--- src/design/mprq_pkg.sv ---
// Package for the multilevel priority run queue.
// Holds operation and status codes, controller states and the command and status structs.
package mprq_pkg;

    typedef enum logic [2:0] {
        OP_ADD      = 3'd0,
        OP_SELECT   = 3'd1,
        OP_ROTATE   = 3'd2,
        OP_CANCEL   = 3'd3,
        OP_COMPLETE = 3'd4
    } op_t;

    localparam logic [1:0] ST_OK        = 2'd0;
    localparam logic [1:0] ST_FULL      = 2'd1;
    localparam logic [1:0] ST_NOT_FOUND = 2'd2;
    localparam logic [1:0] ST_EMPTY     = 2'd3;

    typedef enum logic [1:0] {
        S_IDLE,
        S_UNLINK,
        S_LINK,
        S_OUT
    } state_t;

    typedef struct packed {
        logic load;
        logic unlink;
        logic link;
        logic finish;
    } cmd_t;

    typedef struct packed {
        logic need_unlink;
        logic need_link;
    } sts_t;

endpackage

--- src/design/multilevel_priority_run_queue.sv ---
// Top level of the multilevel priority run queue.
// Depends on mprq_pkg, mprq_ctrl and mprq_datapath.
//
//  channel  | direction | content
//  s_axis   | in        | command: operation, level, target_id
//  m_axis   | out       | result: status, slot, ids, counters
//
// Each command passes through load and search, unlink, link, result.
// The result is held in m_axis until taken; the next command is accepted
// after the result leaves. Reset is asynchronous and empties all levels.
module multilevel_priority_run_queue #(
    parameter int SLOTS  = 8,
    parameter int LEVELS = 3
) (
    input  logic         clk,
    input  logic         rst_n,
    input  logic         s_axis_tvalid,
    output logic         s_axis_tready,
    // operation[2:0], level[4:3], target_id[20:5], zero pad
    input  logic [23:0]  s_axis_tdata,
    output logic         m_axis_tvalid,
    input  logic         m_axis_tready,
    // status[1:0], slot[4:2], task_id[20:5], task_switches[36:21],
    // running_valid[37], running_slot[40:38], total_switches[56:41],
    // completed_count[72:57], active_count[76:73], zero pad
    output logic [79:0]  m_axis_tdata
);
    import mprq_pkg::*;

    cmd_t cmd;
    sts_t sts;
    logic busy;
    logic in_fire;
    logic [1:0]  status;
    logic [2:0]  slot;
    logic [15:0] task_id;
    logic [15:0] task_switches;
    logic        running_valid;
    logic [2:0]  running_slot;
    logic [15:0] total_switches;
    logic [15:0] completed_count;
    logic [3:0]  active_count;
    logic        out_state;
    logic        sts_out_q;
    logic [1:0]  phase_reg;

    assign s_axis_tready = !busy;
    assign in_fire       = s_axis_tvalid && s_axis_tready;

    mprq_ctrl u_ctrl (
        .clk      (clk),
        .rst_n    (rst_n),
        .in_fire  (in_fire),
        .out_free (m_axis_tready),
        .sts      (sts),
        .cmd      (cmd),
        .busy     (busy)
    );

    mprq_datapath #(
        .SLOTS  (SLOTS),
        .LEVELS (LEVELS)
    ) u_dp (
        .clk             (clk),
        .rst_n           (rst_n),
        .cmd             (cmd),
        .sts             (sts),
        .operation       (s_axis_tdata[2:0]),
        .level           (s_axis_tdata[4:3]),
        .target_id       (s_axis_tdata[20:5]),
        .status          (status),
        .slot            (slot),
        .task_id         (task_id),
        .task_switches   (task_switches),
        .running_valid   (running_valid),
        .running_slot    (running_slot),
        .total_switches  (total_switches),
        .completed_count (completed_count),
        .active_count    (active_count)
    );

    assign out_state     = busy && !cmd.unlink && !cmd.link && sts_out_q;

    always_ff @(posedge clk or negedge rst_n)
    begin
        if (!rst_n)
        begin
            phase_reg <= 2'd0;
        end
        else if (in_fire)
        begin
            phase_reg <= 2'd1;
        end
        else if (phase_reg == 2'd1 || phase_reg == 2'd2)
        begin
            phase_reg <= phase_reg + 2'd1;
        end
        else if (phase_reg == 2'd3 && m_axis_tready)
        begin
            phase_reg <= 2'd0;
        end
    end

    assign sts_out_q     = (phase_reg == 2'd3);
    assign m_axis_tvalid = out_state;
    assign m_axis_tdata  = {3'd0, active_count, completed_count, total_switches,
                            running_slot, running_valid, task_switches, task_id,
                            slot, status};

endmodule

--- src/design/mprq_ctrl.sv ---
// Controller state machine of the run queue.
// Depends on mprq_pkg; drives the datapath by commands.
module mprq_ctrl (
    input  logic            clk,
    input  logic            rst_n,
    input  logic            in_fire,
    input  logic            out_free,
    input  mprq_pkg::sts_t  sts,
    output mprq_pkg::cmd_t  cmd,
    output logic            busy
);
    import mprq_pkg::*;

    state_t state_reg;
    state_t state_next;

    always_ff @(posedge clk or negedge rst_n)
    begin
        if (!rst_n)
        begin
            state_reg <= S_IDLE;
        end
        else
        begin
            state_reg <= state_next;
        end
    end

    always_comb
    begin
        state_next = state_reg;
        unique case (state_reg)
            S_IDLE:
            begin
                if (in_fire)
                begin
                    state_next = S_UNLINK;
                end
            end
            S_UNLINK: state_next = S_LINK;
            S_LINK:   state_next = S_OUT;
            S_OUT:
            begin
                if (out_free)
                begin
                    state_next = S_IDLE;
                end
            end
            default:  state_next = S_IDLE;
        endcase
    end

    always_comb
    begin
        cmd  = '0;
        busy = 1'b1;
        unique case (state_reg)
            S_IDLE:
            begin
                busy     = 1'b0;
                cmd.load = in_fire;
            end
            S_UNLINK: cmd.unlink = sts.need_unlink;
            S_LINK:   cmd.link = sts.need_link;
            S_OUT:    cmd.finish = out_free;
            default:  cmd = '0;
        endcase
    end

endmodule

--- src/design/mprq_datapath.sv ---
// Datapath of the run queue: slot table, level lists and counters.
// Depends on mprq_pkg; commanded by mprq_ctrl.
module mprq_datapath #(
    parameter int SLOTS  = 8,
    parameter int LEVELS = 3
) (
    input  logic            clk,
    input  logic            rst_n,
    input  mprq_pkg::cmd_t  cmd,
    output mprq_pkg::sts_t  sts,
    input  logic [2:0]      operation,
    input  logic [1:0]      level,
    input  logic [15:0]     target_id,
    output logic [1:0]      status,
    output logic [2:0]      slot,
    output logic [15:0]     task_id,
    output logic [15:0]     task_switches,
    output logic            running_valid,
    output logic [2:0]      running_slot,
    output logic [15:0]     total_switches,
    output logic [15:0]     completed_count,
    output logic [3:0]      active_count
);
    import mprq_pkg::*;

    localparam int PW = $clog2(SLOTS + 1);
    localparam int SW = $clog2(SLOTS);
    localparam int LW = (LEVELS > 1) ? $clog2(LEVELS) : 1;
    localparam int CW = $clog2(SLOTS + 1);
    localparam logic [PW-1:0] NONE = PW'(SLOTS);

    logic [SLOTS-1:0]  used_reg;
    logic [15:0]       tid_reg [SLOTS];
    logic [LW-1:0]     lvl_reg [SLOTS];
    logic [PW-1:0]     prev_reg [SLOTS];
    logic [PW-1:0]     next_reg [SLOTS];
    logic [15:0]       sw_reg [SLOTS];
    logic [PW-1:0]     head_reg [LEVELS];
    logic [PW-1:0]     tail_reg [LEVELS];
    logic [CW-1:0]     lcnt_reg [LEVELS];
    logic [15:0]       nid_reg;
    logic [PW-1:0]     run_reg;
    logic [15:0]       swt_reg;
    logic [15:0]       ret_reg;
    logic [CW-1:0]     live_reg;

    logic [2:0]        op_reg;
    logic [SW-1:0]     s_reg;
    logic [LW-1:0]     lv_reg;
    logic [1:0]        st_reg;
    logic              unl_reg;
    logic              lnk_reg;
    logic              rel_reg;

    logic [SW-1:0]     free_idx;
    logic              free_ok;
    logic [SW-1:0]     hit_idx;
    logic              hit_ok;
    logic [SW-1:0]     head_idx;
    logic              head_ok;
    logic [LW-1:0]     add_lv;
    logic              run_ok;
    logic [SW-1:0]     run_idx;

    assign run_idx = run_reg[SW-1:0];
    assign run_ok  = (run_reg < NONE) && used_reg[run_idx];
    assign add_lv  = (32'(level) >= LEVELS) ? LW'(LEVELS - 1) : LW'(level);

    always_comb
    begin
        free_idx = '0;
        free_ok  = 1'b0;
        hit_idx  = '0;
        hit_ok   = 1'b0;
        for (int i = SLOTS - 1; i >= 0; i--)
        begin
            if (!used_reg[i])
            begin
                free_idx = SW'(i);
                free_ok  = 1'b1;
            end
            if (used_reg[i] && tid_reg[i] == target_id)
            begin
                hit_idx = SW'(i);
                hit_ok  = 1'b1;
            end
        end
        head_idx = '0;
        head_ok  = 1'b0;
        for (int j = LEVELS - 1; j >= 0; j--)
        begin
            if (head_reg[j] < NONE)
            begin
                head_idx = head_reg[j][SW-1:0];
                head_ok  = 1'b1;
            end
        end
    end

    assign sts.need_unlink = unl_reg;
    assign sts.need_link   = lnk_reg;

    logic [PW-1:0] u_p;
    logic [PW-1:0] u_n;
    logic [LW-1:0] u_l;
    logic [PW-1:0] k_t;
    assign u_p = prev_reg[s_reg];
    assign u_n = next_reg[s_reg];
    assign u_l = lvl_reg[s_reg];
    assign k_t = tail_reg[lv_reg];

    always_ff @(posedge clk or negedge rst_n)
    begin
        if (!rst_n)
        begin
            used_reg <= '0;
            for (int j = 0; j < LEVELS; j++)
            begin
                head_reg[j] <= NONE;
                tail_reg[j] <= NONE;
                lcnt_reg[j] <= '0;
            end
            nid_reg  <= 16'd1;
            run_reg  <= NONE;
            swt_reg  <= '0;
            ret_reg  <= '0;
            live_reg <= '0;
            unl_reg  <= 1'b0;
            lnk_reg  <= 1'b0;
            rel_reg  <= 1'b0;
            st_reg   <= ST_OK;
            op_reg   <= '0;
        end
        else if (cmd.load)
        begin
            op_reg  <= operation;
            st_reg  <= ST_OK;
            unl_reg <= 1'b0;
            lnk_reg <= 1'b0;
            rel_reg <= 1'b0;
            case (operation)
                OP_ADD:
                begin
                    if (!free_ok)
                    begin
                        st_reg <= ST_FULL;
                    end
                    else
                    begin
                        s_reg             <= free_idx;
                        lv_reg            <= add_lv;
                        used_reg[free_idx] <= 1'b1;
                        tid_reg[free_idx] <= nid_reg;
                        lvl_reg[free_idx] <= add_lv;
                        sw_reg[free_idx]  <= '0;
                        nid_reg           <= nid_reg + 16'd1;
                        live_reg          <= live_reg + CW'(1);
                        lnk_reg           <= 1'b1;
                    end
                end
                OP_SELECT:
                begin
                    if (swt_reg != 16'hFFFF)
                    begin
                        swt_reg <= swt_reg + 16'd1;
                    end
                    if (!head_ok)
                    begin
                        run_reg <= NONE;
                        st_reg  <= ST_EMPTY;
                    end
                    else
                    begin
                        s_reg   <= head_idx;
                        run_reg <= PW'(head_idx);
                        if (sw_reg[head_idx] != 16'hFFFF)
                        begin
                            sw_reg[head_idx] <= sw_reg[head_idx] + 16'd1;
                        end
                    end
                end
                OP_ROTATE:
                begin
                    if (!run_ok)
                    begin
                        st_reg <= ST_EMPTY;
                    end
                    else
                    begin
                        s_reg   <= run_idx;
                        lv_reg  <= lvl_reg[run_idx];
                        unl_reg <= 1'b1;
                        lnk_reg <= 1'b1;
                    end
                end
                OP_CANCEL:
                begin
                    if (!hit_ok)
                    begin
                        st_reg <= ST_NOT_FOUND;
                    end
                    else
                    begin
                        s_reg   <= hit_idx;
                        unl_reg <= 1'b1;
                        rel_reg <= 1'b1;
                        if (run_reg == PW'(hit_idx))
                        begin
                            run_reg <= NONE;
                        end
                    end
                end
                OP_COMPLETE:
                begin
                    if (!run_ok)
                    begin
                        st_reg <= ST_EMPTY;
                    end
                    else
                    begin
                        s_reg   <= run_idx;
                        unl_reg <= 1'b1;
                        rel_reg <= 1'b1;
                        run_reg <= NONE;
                        if (ret_reg != 16'hFFFF)
                        begin
                            ret_reg <= ret_reg + 16'd1;
                        end
                    end
                end
                default:
                begin
                    st_reg <= ST_OK;
                end
            endcase
        end
        else if (cmd.unlink)
        begin
            if (u_p < NONE)
            begin
                next_reg[u_p[SW-1:0]] <= u_n;
            end
            else
            begin
                head_reg[u_l] <= u_n;
            end
            if (u_n < NONE)
            begin
                prev_reg[u_n[SW-1:0]] <= u_p;
            end
            else
            begin
                tail_reg[u_l] <= u_p;
            end
            if (lcnt_reg[u_l] != '0)
            begin
                lcnt_reg[u_l] <= lcnt_reg[u_l] - CW'(1);
            end
            prev_reg[s_reg] <= NONE;
            next_reg[s_reg] <= NONE;
            if (rel_reg)
            begin
                used_reg[s_reg] <= 1'b0;
                if (live_reg != '0)
                begin
                    live_reg <= live_reg - CW'(1);
                end
            end
        end
        else if (cmd.link)
        begin
            prev_reg[s_reg] <= k_t;
            next_reg[s_reg] <= NONE;
            if (k_t < NONE)
            begin
                next_reg[k_t[SW-1:0]] <= PW'(s_reg);
            end
            else
            begin
                head_reg[lv_reg] <= PW'(s_reg);
            end
            tail_reg[lv_reg] <= PW'(s_reg);
            lcnt_reg[lv_reg] <= lcnt_reg[lv_reg] + CW'(1);
        end
    end

    logic res_ok;
    assign res_ok = (st_reg == ST_OK) && (op_reg <= 3'(OP_COMPLETE));

    always_comb
    begin
        status          = st_reg;
        slot            = res_ok ? 3'(s_reg) : 3'd0;
        task_id         = res_ok ? tid_reg[s_reg] : 16'd0;
        task_switches   = res_ok ? sw_reg[s_reg] : 16'd0;
        running_valid   = run_ok;
        running_slot    = run_ok ? 3'(run_idx) : 3'd0;
        total_switches  = swt_reg;
        completed_count = ret_reg;
        active_count    = 4'(live_reg);
    end

endmodule

--- config.mk ---
export PLATFORM = sky130hd
export DESIGN_NAME = multilevel_priority_run_queue
export DESIGN_NICKNAME = d
export VERILOG_FILES = /design/src/design/mprq_pkg.sv /design/src/design/multilevel_priority_run_queue.sv /design/src/design/mprq_ctrl.sv /design/src/design/mprq_datapath.sv
export SDC_FILE = /design/constraint.sdc
export NUM_CORES = 1
export LEC_CHECK = 0
export ABC_AREA = 1
export BUFFER_PORTS_ARGS = -buffer_cell sky130_fd_sc_hd__clkbuf_2
export CORE_ASPECT_RATIO = 2
export CORE_MARGIN = 2
export CORE_UTILIZATION = 62
export CTS_CLUSTER_DIAMETER = 50
export CTS_CLUSTER_SIZE = 14
export DETAILED_ROUTE_END_ITERATION = 8
export MAX_ROUTING_LAYER = met4
export PLACE_DENSITY = 0.8
export SLEW_MARGIN = 15
export SYNTH_ARGS = -nofsm -noshare
export SYNTH_HDL_FRONTEND = slang
export SYNTH_HIERARCHICAL = 1
export SYNTH_SLANG_ARGS = --single-unit
--- constraint.sdc ---
create_clock -name clk -period 4.5 [get_ports clk]
set_clock_uncertainty 0.05 [all_clocks]
set_input_delay 0.675 -clock clk [delete_from_list [all_inputs] [get_ports clk]]
set_output_delay 0.675 -clock clk [all_outputs]
set_load 0.01 [all_outputs]
* Word level (Yosys, flattened, before mapping)
Memories as Yosys holds them, arrays and structs flattened. A register that Yosys moved wholly into a read port is not among the register bits. Index checks and enable logic that the tools add are counted. Widths: inputs -> output; s select.
Word-level totals: word-level logic and storage cells 307, output and inout bits 82, memories kept 5, flip-flop bits (word level) 105, memory bits (writable) 336
Cells by class: add/sub/neg operators 7, reduce and logical (&&, ||, !) cells 55, magnitude comparators 18, bitwise gates (word level) 11, equal/unequal tests 37, mux-type cells 153
Memories:
- u_dp.sw_reg | words 8, width 16, rd ports 2, clocked after memory_dff 1, write ports 1, line mprq_datapath.sv:37 | logic [15:0] sw_reg [SLOTS];
- u_dp.tid_reg | words 8, width 16, rd ports 9, clocked after memory_dff 1, write ports 1, line mprq_datapath.sv:33 | logic [15:0] tid_reg [SLOTS];
- u_dp.next_reg | words 8, width 4, rd ports 1, clocked after memory_dff 1, write ports 2, line mprq_datapath.sv:36 | logic [PW-1:0] next_reg [SLOTS];
- u_dp.prev_reg | words 8, width 4, rd ports 1, clocked after memory_dff 1, write ports 2, line mprq_datapath.sv:35 | logic [PW-1:0] prev_reg [SLOTS];
- u_dp.lvl_reg | words 8, width 2, rd ports 2, clocked after memory_dff 1, write ports 1, line mprq_datapath.sv:34 | logic [LW-1:0] lvl_reg [SLOTS];
Operator list (number):
- $eq 16x16->1 | 8
- $mux 3 | 32
- $mux 12 | 7
- $mux 4 | 17
- $add 16x1->16 const B | 4
- $mux 1 | 60
- $bwmux 12 | 4
- $mux 16 | 3
- $ne 16x16->1 const B | 3
- $mux 8 | 5
- $lt 4x4->1 const B | 7
- $logic_and 1x1->1 | 26
- $mux 2 | 11
- $ne 2x1->1 const B | 10
- $demux 4 s2 | 2
- $pmux 2 s4 | 2
- $reduce_or 16->1 | 1
- $reduce_and 5->1 | 3
- $lt 3x4->1 const B | 3
- $pmux 3 s4 | 1
- $pmux 4 s3 | 1
- $reduce_and 4->1 | 3
- $reduce_bool 2->1 | 5
- $reduce_and 3->1 | 3
- 38 further kinds | 60

* Longest topological paths before layout
depth after elaboration 16, mapped depth 23, depth with buffers taken out 22

* Hierarchy
The synthesis kept the hierarchy.
By module, submodules not included:
- mprq_datapath | sequential area each 12391.9 µm², instances 1, area an instance 23981.8 µm², cells an instance 2995
- mprq_ctrl | sequential area each 50.0 µm², instances 1, area an instance 192.7 µm², cells an instance 30
- multilevel_priority_run_queue | sequential area each 50.0 µm², instances 1, area an instance 168.9 µm², cells an instance 22

* Least setup slack after synthesis
No wires, ideal clock.
path type register to register, from register u_dp/head_reg[7] in the netlist's numbering, to memory u_dp.sw_reg[0][0], enable pin, data required time 4.062 ns, path slack 0.584 ns, arrival time 3.478 ns, stages on the path, launching flop included 22, setup time 0.388 ns, path through dfstp_2 > nand2_1 > nand3_1 > nand3_2 > buf_4 > buf_6 > buf_2 > o211ai_1 > nand2_1 > inv_1 > o21ai_1 > inv_1 > ha_1 > nand3_2 > nor2_4 > nand4_4 > nand2_2 > buf_6 > nand2_1 > nand2_1 > nand2_1 > nor2_1
On the way: word-level cells in the longest chain between the ends 13, elaborated cells on any way between the ends 16
Ends and longest elaborated chain:
- start: declaration | line mprq_datapath.sv:38 | logic [PW-1:0] head_reg [LEVELS];
- start signal: indexed assignment | line mprq_datapath.sv:245 | head_reg[u_l] <= u_n;
- start signal: indexed assignment | line mprq_datapath.sv:280 | head_reg[lv_reg] <= PW'(s_reg);
- $lt 4x4->1 (*) | line mprq_datapath.sv:92 | if (head_reg[j] < NONE)
- $mux 3 (2 in a row) | line mprq_datapath.sv:92
- $mem_v2 8x16
- $ne 16x16->1 | line mprq_datapath.sv:176 | if (sw_reg[head_idx] != 16'hFFFF)
- $mux 1 | line mprq_datapath.sv:176
- $mux 1 | line mprq_datapath.sv:167 | if (!head_ok)
- $mux 1 | line mprq_datapath.sv:141 | case (operation)
- $mux 1 | line mprq_datapath.sv:134 | else if (cmd.load)
- $logic_and 1x1->1 (not written as such) | line mprq_datapath.sv:178 | sw_reg[head_idx] <= sw_reg[head_idx] + 16'd1;
- $mux 1 (not written as such) | line mprq_datapath.sv:178
- $reduce_or 16->1 (no source line)
- $mux 3 (no source line) or $mux 1 (tied branches)
- end: declaration | line mprq_datapath.sv:37
Mark *: on every way between the ends. The rest lies on a longest branch, timed or not.

* Final worst setup path
from register u_dp/head_reg[7] in the netlist's numbering, to memory u_dp.sw_reg[6][13], enable pin
Same word-level chain as after synthesis.

==> run summary <==
fraction of layout cells with a size suffix above 1: 0.0887
initial DRC count: 2281
Final Non-Filler Cells: 3681
Max-Cap Viols: 0
delay of the slowest critical-path stage: 0.62 ns
CTS max path bufs: 3
critical path capture point type: flop
CTS tree: done
number of global-route vias before repair: 22100
drt via density: 6.13
Leak: 0.0115 uW
slowest CP cell: dfstp_2
hold buffers post-CTS: 0
maximum vdd ir drop: 0.000508 V
slew margin rel.: 0.144
Clock transition at path regs: 0.07 ns
clock tree sinks: 444
number of CTS-inserted buffers: 39
TNS Setup: 0 ns
drt pass-1 iters: 6
Initial Utilization: 0.629
status: complete, no violations
total core area: 38700 sq um
Crit Path Category: flop to flop
Crit Path Max Fanout: 19
crit share post-route: 0.949
worst hold path type: input port to asynchronous set/reset pin
DPL Wire Length: 59.8 mm
Syn Std Cell Area: 24300 sq um
Tmin final: 4.27 ns
placed cell count: 3612
final RePlAce weighted congestion: 1.09
grt ovf: 0
post-route ant nets: 0
wire per inst: 22.6 microns
Root Driver: clkbuf_16
Worst setup SP type: flop
Synth-to-Final Area Change: 9.76%
syn_area_per_cell: 7.99 sq um
FP Rows: 102
CTS resizes: 0
Routed WL: 83.0 mm
clock latency on the worst-skew pair: 0.56 ns
global-route wire length before repair: 125 mm
initial antenna violation count: 2
Fin. Hold Viols: 0
Worst EP required: 4.68 ns
flop2flop setup slack: 0.23 ns
GRT Overall Usage: 0.422
DRC errors left: 0
WP data arrival: 4.45 ns
Setup Viol. Count Final: 0
Peak Freq: 234 MHz
count of input and output buffers: 103
Design Power: 12300 uW
postcts setup bufs: 0
most frequent CP cell: nand2_1
Die H: 284 microns
Worst Tran Pin Value: 1.27 ns
Horiz. Die Dim: 144 microns
RSZ-0062 raised after global routing: no
Cell Chain, Critical Path: inv_2 -> nand2_1 -> nand3_1 -> nand3_2 -> buf_4 -> buf_4 -> nand2_1 -> nand3_1 -> nand3_1 -> nand2_1 -> nand3_2 -> nor2_4 -> nand4_4 -> nand2_2 -> nand2_1 -> nand2_1 -> nand2_1 -> nor2_1 -> buf_4
I/O Pins: 110
die area: 40900 sq um
PwrDens: 460 nW/um^2
CTS H-Tree Depth: 2
DR vias: 22600
nets: 3176
Post-Syn Instances: 3045
max-slew violation total from the final report: 0
synthesis warning total: 6
pin count of the biggest net entering global routing: 101
worst paths after layout:
kind                                                end                start  cells after the start
worst max-delay path                 u_dp/sw_reg[6][13]     u_dp/head_reg[7]                     19
worst max register to register       u_dp/sw_reg[6][13]     u_dp/head_reg[7]                     19
worst min-delay path            u_dp/completed_count[8]                rst_n                      2
worst min register to register      u_dp/next_reg[6][3]  u_dp/next_reg[6][3]                      2
min in group clk                           phase_reg[0]        s_axis_tvalid                      3
max in group asynchronous              u_dp/nid_reg[10]                rst_n                      3
power by group:
group | internal (uW) | switching [uW] | total, uW
combinational | 1270 | 2860 | 4130
clock | 1710 | 1490 | 3200
sequential | 4690 | 270 | 4960
area by class of cell:
cell class,instances,area (sq um)
timing repair buffer,173,1090
clock buffer,58,1110
clock inverter,6,56.3
antenna,3,7.51
tap,520,651
sequential,444,12500
fill,3126,12000
multi-input combinational,2157,10100
inverter,320,1200
critical path, delay by kind of cell (launching register included):
family                 cells  cell delay (ns)
DFF                        1             0.62
and+or+nand+nor           15             2.23
buffers and inverters      4             1.03
placed cells by master (no fill, tap or decap), drive strengths merged, types with 27 or more instances in the layout:
master,instances
dfxtp,35
a21oi,155
clkbuf,160
inv,315
nand2,837
o21ai,361
xnor2,36
o211ai,27
buf,71
edfxtp,309
nor2,394
xor2,45
dfrtp,92
a31oi,29
nand3,136
metal layers:
| metal | global-route usage | vias to the layer above | part of all wire |
|---|---|---|---|
| li1 | - | 10300 | - |
| met1 | 0.446 | 10500 | 0.32 |
| met2 | 0.696 | 1388 | 0.50 |
| met3 | 0.0893 | 445 | 0.090 |
| met4 | 0.293 | 0 | 0.085 |
| met5 | - | - | 0 |
through the flow:
step	util	hold WS (ns)	cell area (sq um)	setup slack, ns
3_5_place_dp	0.660	0.394	25500	0.385
2_1_floorplan	-	0.329	24300	0.584
4_1_cts	0.690	0.201	26700	0.337
6_report	0.691	0.196	26700	0.232
5_1_grt	0.691	0.240	26700	0.0172
3_3_place_gp	0.660	0.386	25500	0.531
Note: power is estimated with default switching activity, not from simulation.
